**config.mk**
```make
export PLATFORM = sky130hd
export DESIGN_NAME = spsu_ctrl
export DESIGN_NICKNAME = d
export VERILOG_FILES = /design/src/hdl/spsu_pkg.sv /design/src/hdl/spsu_ctrl.sv
export SDC_FILE = /design/constraint.sdc
export NUM_CORES = 1
export LEC_CHECK = 0
export BUFFER_PORTS_ARGS = -buffer_cell sky130_fd_sc_hd__buf_2
export CORE_MARGIN = 4
export CORE_UTILIZATION = 44
export DETAILED_ROUTE_END_ITERATION = 8
export GPL_TIMING_DRIVEN = 0
export PLACE_DENSITY_LB_ADDON = 0.15
export SYNTH_ARGS = -nofsm -noshare
export SYNTH_HDL_FRONTEND = slang
export SYNTH_SLANG_ARGS = --single-unit
```
**constraint.sdc**
```tcl
create_clock -name i_clk -period 1.6 [get_ports i_clk]
set_clock_uncertainty 0.2 [all_clocks]
set_input_delay 0.48 -clock i_clk [delete_from_list [all_inputs] [get_ports i_clk]]
set_output_delay 0.48 -clock i_clk [all_outputs]
set_load 0.01 [all_outputs]
```
**src/hdl/spsu_pkg.sv**
```systemverilog
// ----------------------------------------------------------------------------
// spsu_pkg
// Shared types, constants and the seed prime table of the prime sieve unit.
// ----------------------------------------------------------------------------
package spsu_pkg;

    localparam int TABLE_DEPTH_DEF  = 4096;
    localparam int SEGMENT_BITS_DEF = 4096;
    localparam int PRIME_BITS_DEF   = 32;

    localparam int IDX_W = 12;
    localparam int CNT_W = 13;
    localparam int VAL_W = 32;
    localparam int LIM_W = 13;

    localparam logic [LIM_W-1:0] LIMIT_RESET = 13'd4096;
    localparam int SEED_COUNT     = 9;
    localparam int FIRST_UNSIEVED = 25;

    typedef enum logic [4:0] {
        ST_IDLE,
        ST_CHECK,
        ST_LAST_RD,
        ST_SQ,
        ST_SIZE,
        ST_FILL,
        ST_KRD,
        ST_KDIV,
        ST_KWAIT,
        ST_KFIRST,
        ST_STRIKE,
        ST_SCAN_RD,
        ST_SCAN_CHK,
        ST_COMMIT,
        ST_ANS_RD,
        ST_ANS,
        ST_ERR
    } t_state;

    typedef enum logic [4:0] {
        OP_NONE,
        OP_LOAD,
        OP_RD_LAST,
        OP_SQUARE,
        OP_SIZE,
        OP_FILL,
        OP_RD_PRIME,
        OP_DIV_START,
        OP_FIRST,
        OP_STRIKE,
        OP_K_NEXT,
        OP_SCAN_RD,
        OP_SCAN_CHK,
        OP_COMMIT,
        OP_RD_ANS,
        OP_OUT_OK,
        OP_OUT_ERR
    } t_op;

    typedef struct packed {
        logic want_oor;
        logic want_known;
        logic full;
        logic exhausted;
        logic fill_last;
        logic k_done;
        logic div_done;
        logic strike_go;
        logic scan_end;
        logic out_free;
    } t_status;

    function automatic logic [VAL_W-1:0] seed_prime(input logic [3:0] idx);
        logic [VAL_W-1:0] v;
        case (idx)
            4'd0:    v = 32'd2;
            4'd1:    v = 32'd3;
            4'd2:    v = 32'd5;
            4'd3:    v = 32'd7;
            4'd4:    v = 32'd11;
            4'd5:    v = 32'd13;
            4'd6:    v = 32'd17;
            4'd7:    v = 32'd19;
            4'd8:    v = 32'd23;
            default: v = 32'd0;
        endcase
        return v;
    endfunction

endpackage

```
**src/hdl/spsu_ctrl.sv**
```systemverilog
// ----------------------------------------------------------------------------
// spsu_ctrl
// Sequencer that steps the datapath through lookup and segment sieving.
// ----------------------------------------------------------------------------
module spsu_ctrl (
    input  logic              i_clk,
    input  logic              i_rst_n,
    input  logic              i_in_valid,
    output logic              o_in_ready,
    input  spsu_pkg::t_status i_status,
    output spsu_pkg::t_op     o_op
);
    spsu_pkg::t_state r_state, n_state;

    always_comb begin
        n_state = r_state;
        unique case (r_state)
            spsu_pkg::ST_IDLE:
                if (i_in_valid) n_state = spsu_pkg::ST_CHECK;
            spsu_pkg::ST_CHECK: begin
                if (i_status.want_oor) begin
                    n_state = spsu_pkg::ST_ERR;
                end else if (i_status.want_known) begin
                    n_state = spsu_pkg::ST_ANS_RD;
                end else if (i_status.full) begin
                    n_state = spsu_pkg::ST_ERR;
                end else begin
                    n_state = spsu_pkg::ST_LAST_RD;
                end
            end
            spsu_pkg::ST_LAST_RD: n_state = spsu_pkg::ST_SQ;
            spsu_pkg::ST_SQ:      n_state = spsu_pkg::ST_SIZE;
            spsu_pkg::ST_SIZE:
                n_state = i_status.exhausted ? spsu_pkg::ST_ERR : spsu_pkg::ST_FILL;
            spsu_pkg::ST_FILL:
                if (i_status.fill_last) n_state = spsu_pkg::ST_KRD;
            spsu_pkg::ST_KRD:
                n_state = i_status.k_done ? spsu_pkg::ST_SCAN_RD : spsu_pkg::ST_KDIV;
            spsu_pkg::ST_KDIV:  n_state = spsu_pkg::ST_KWAIT;
            spsu_pkg::ST_KWAIT:
                if (i_status.div_done) n_state = spsu_pkg::ST_KFIRST;
            spsu_pkg::ST_KFIRST: n_state = spsu_pkg::ST_STRIKE;
            spsu_pkg::ST_STRIKE:
                if (!i_status.strike_go) n_state = spsu_pkg::ST_KRD;
            spsu_pkg::ST_SCAN_RD: n_state = spsu_pkg::ST_SCAN_CHK;
            spsu_pkg::ST_SCAN_CHK:
                n_state = i_status.scan_end ? spsu_pkg::ST_COMMIT : spsu_pkg::ST_SCAN_RD;
            spsu_pkg::ST_COMMIT: n_state = spsu_pkg::ST_CHECK;
            spsu_pkg::ST_ANS_RD: n_state = spsu_pkg::ST_ANS;
            spsu_pkg::ST_ANS:
                if (i_status.out_free) n_state = spsu_pkg::ST_IDLE;
            spsu_pkg::ST_ERR:
                if (i_status.out_free) n_state = spsu_pkg::ST_IDLE;
            default: n_state = spsu_pkg::ST_IDLE;
        endcase
    end

    always_comb begin
        o_op       = spsu_pkg::OP_NONE;
        o_in_ready = 1'b0;
        unique case (r_state)
            spsu_pkg::ST_IDLE: begin
                o_in_ready = 1'b1;
                if (i_in_valid) o_op = spsu_pkg::OP_LOAD;
            end
            spsu_pkg::ST_LAST_RD: o_op = spsu_pkg::OP_RD_LAST;
            spsu_pkg::ST_SQ:      o_op = spsu_pkg::OP_SQUARE;
            spsu_pkg::ST_SIZE:    o_op = spsu_pkg::OP_SIZE;
            spsu_pkg::ST_FILL:    o_op = spsu_pkg::OP_FILL;
            spsu_pkg::ST_KRD:     o_op = spsu_pkg::OP_RD_PRIME;
            spsu_pkg::ST_KDIV:    o_op = spsu_pkg::OP_DIV_START;
            spsu_pkg::ST_KFIRST:  o_op = spsu_pkg::OP_FIRST;
            spsu_pkg::ST_STRIKE:
                o_op = i_status.strike_go ? spsu_pkg::OP_STRIKE : spsu_pkg::OP_K_NEXT;
            spsu_pkg::ST_SCAN_RD:  o_op = spsu_pkg::OP_SCAN_RD;
            spsu_pkg::ST_SCAN_CHK: o_op = spsu_pkg::OP_SCAN_CHK;
            spsu_pkg::ST_COMMIT:   o_op = spsu_pkg::OP_COMMIT;
            spsu_pkg::ST_ANS_RD:   o_op = spsu_pkg::OP_RD_ANS;
            spsu_pkg::ST_ANS:
                if (i_status.out_free) o_op = spsu_pkg::OP_OUT_OK;
            spsu_pkg::ST_ERR:
                if (i_status.out_free) o_op = spsu_pkg::OP_OUT_ERR;
            default: o_op = spsu_pkg::OP_NONE;
        endcase
    end

    always_ff @(posedge i_clk) begin
        if (!i_rst_n) begin
            r_state <= spsu_pkg::ST_IDLE;
        end else begin
            r_state <= n_state;
        end
    end
endmodule

```
==> flow_summary.ini <==
[detailed_routing]
dr.max_layer_used = met4
wl_met1_um = 1070
routed-wl-met2_um = 1220
antenna_left = 0
vias = 926
first_pass_iters = 4
post_drt_wl_per_cell_um = 16.9
wl_um = 2560
drcViolationCount = 0
vias_per_cell = 6.09
dr_wl_met3_um = 217
drt_iter0_markers = 38

[synthesis]
synth_common_cells = nor2_1 (13), nand2_1 (10), a21oi_1 (6), buf_2 (6), dfxtp_1 (5)
syn_area_per_cell_sq_um = 6.78
synth_area_sq_um = 631
yosysSeqAreaShare = 0.159
yosys_register_bits = 5
synthMuxAreaShare = 0.0635
async_flop_share = 0
synth_edf_count = 0
netlist.area_leader.share = 0.159
synth_top_cell_by_area = dfxtp_1
synth_flop_cell = dfxtp_1
synth_warnings = 0
synth_fp_nets = 106
yosysUniqueCellTypes = 36
yosys-top-cells-area = dfxtp_1 (16%), nor2_1 (7.7%), mux2i_1 (6.3%)
synthSimpleGateAreaFrac = 0.361
synth_most_common_cell = nor2_1
synth_fa_ha_area_frac = 0
synth-compound-area-share = 0.333
synth_xor_area_frac = 0
synth_cells = 93
synth_top_family_by_area = simple AND/OR/NAND/NOR gates

[grt]
overflow = 0
antenna_found_initial = 0
grtUsageTotal = 0.228
grt_pass1_vias = 799
grt_max_degree = 11
grt_pass1_wl_um = 3480

[clock_tree]
cts_num_sinks = 5
path_clk_slew_ns = 0.04
holdBufCountCts = 0
clk_latency_ns = 0.23
cts-buffers-inserted = 3
cts_tree = done
clock_path_buffers = 2
htreeDepth = 1
root_buffer = clkbuf_4

[sta]
fin_tns_setup_ns = -3.07
setup_viol = 10
hold_violations = 0
fin_ws_ns = -0.479
fin_hold_ws_ns = 0.322
maxSlewHeadroom = 0.762
worstMarginPinSlew_ns = 0.348
period_minus_slack_ns = 2.08
rsz0062_at_grt = true
timing.fmax_mhz = 481
period_share = 1.30
maxSlewViolCount = 0

[critical_path]
reg2reg_slack_ns = -0.31
critPathKind = reg2out
r2r-start = r_state[3]
rr_worst_depth = 6
arrival_ns = 1.40
end_kind = primary output
r2r_end = r_state[3]
cp.required_ns = 0.92
crit_path_max_fanout = 5
setup.worst_path.start_class = flop
crit_start = r_state[3]

[final_layout]
area_growth_pct = 76.6
reg_top3 = r_state (5)
multiInputGateArea_sq_um = 569
fin_nets = 151
drive_gt1_frac = 0.555
regArea_sq_um = 113
antenna_cells = 0
num-fill-cells = 75
largest_register_ffs = 5
fin_area_sq_mm = 0.00111
regMostFlops = r_state

[status]
violations = negative setup slack
status = complete, but fails checks

[floorplanning]
initial_core_util = 0.479
design.die.area_sq_mm = 0.00210
core_sq_mm = 0.00132
num_rows = 13
die_w_um = 45.9
pin_count = 19
die_y_um = 45.9

[pwr]
switchingPower_uw = 737
peakVddDrop_mv = 0.999
pwr_density_cell_mw_per_mm2 = 1550
p_comb_frac = 0.781
intPower_uw = 988
p_seq_frac = 0.137
switching_share = 0.427
pwr-share-clk = 0.081
p_leak_uw = 0.000525

[min_path]
hold_class = in2reg
min_path_cells = 2
hold_end = r_state[4]
hp-start = i_rst_n

[place]
post-dp-hpwl_um = 1480
dp_slack_ns = -0.294
dpl_cell_area_sq_um = 793
place_congestion = 0.883
port-buffer-count = 18

[run]
drv_cap = 0
metrics by stage:
step / power (uW) / utilization / cells
after floorplan: 869 / - / 93
after global placement: 1060 / 0.602 / 126
after detailed placement: 1070 / 0.602 / 126
after CTS: 1470 / 0.744 / 141
after global routing: 1830 / 0.845 / 152
final: 1730 / 0.845 / 152
placed cells by master (no fill, tap or decap), types with 2 or more instances in the layout:
| cell | netlist | final |
|---|---|---|
| nand2_1 | 10 | 7 |
| a21oi_1 | 6 | 4 |
| nand2b_1 | 4 | 4 |
| a22oi_1 | 2 | 2 |
| nand3_1 | 4 | 3 |
| inv_2 | 2 | 2 |
| nand2_4 | 0 | 2 |
| nor2_4 | 0 | 4 |
| nor2_1 | 13 | 7 |
| buf_6 | 0 | 6 |
| mux2i_1 | 4 | 4 |
| nor2_2 | 0 | 2 |
| buf_2 | 6 | 17 |
| a32o_1 | 2 | 2 |
| dfxtp_4 | 0 | 3 |
| inv_1 | 3 | 3 |
| buf_4 | 0 | 20 |
| nor2b_1 | 4 | 4 |
| o21ai_0 | 4 | 4 |
| clkbuf_4 | 0 | 3 |
| a21oi_2 | 0 | 2 |
| o211ai_1 | 2 | 2 |
| buf_8 | 0 | 3 |
worst max-delay path, cell delays in order (launching register included):
cell,delay (ns)
dfxtp_2,0.31
buf_6,0.12
buf_8,0.13
nand2_4,0.06
nor2_2,0.04
nor2_1,0.16
nor2_1,0.09
o21ai_2,0.12
buf_2,0.14
power by group through the flow:
| stage | clock, uW | combinational [uW] | sequential [uW] |
|---|---|---|---|
| 2_1_floorplan | 0 | 679 | 190 |
| 3_3_place_gp | 0 | 859 | 201 |
| 3_5_place_dp | 0 | 872 | 201 |
| 4_1_cts | 146 | 1120 | 211 |
| 5_1_grt | 159 | 1430 | 242 |
| 6_report | 141 | 1350 | 237 |
worst max-delay path by stage:
stage,to,cells past startpoint
2_1_floorplan,o_op[0],7
3_3_place_gp,o_op[0],8
3_5_place_dp,o_op[0],8
4_1_cts,o_op[0],8
5_1_grt,o_op[0],8
6_report,o_op[0],8
timing repair:
| action | CTS | global route |
|---|---|---|
| setup endpoints to repair | 10 | 10 |
| resized for setup | 23 | 12 |
| buffers inserted | 11 | 12 |
| pin swaps | 15 | 14 |
| gates cloned | 0 | 0 |
layer usage:
metal / up-vias / global-route usage
li1: 430 / -
met1: 433 / 0.285
met2: 55 / 0.379
met3: 8 / 0.0356
met4: 0 / 0.0966
met5: - / 0
kinds of logic after synthesis:
| kind of cell | after synthesis |
|---|---|
| multiplexers | 4 |
| AND/OR/NAND/NOR | 44 |
| AO/OA/AOI/OAI | 28 |
| flip-flops | 5 |
| buffers and inverters | 12 |
area by class of cell:
| class | count | share of cell area |
|---|---|---|
| clock buffers | 4 | 0.0236 |
| repair buffers | 41 | 0.260 |
| well taps | 15 | 0.0169 |
| inverters | 5 | 0.0169 |
| plain buffers | 6 | 0.0708 |
| multi-input cells | 76 | 0.511 |
| flip-flops and latches | 5 | 0.101 |
Power figures use the tool's default switching activity.
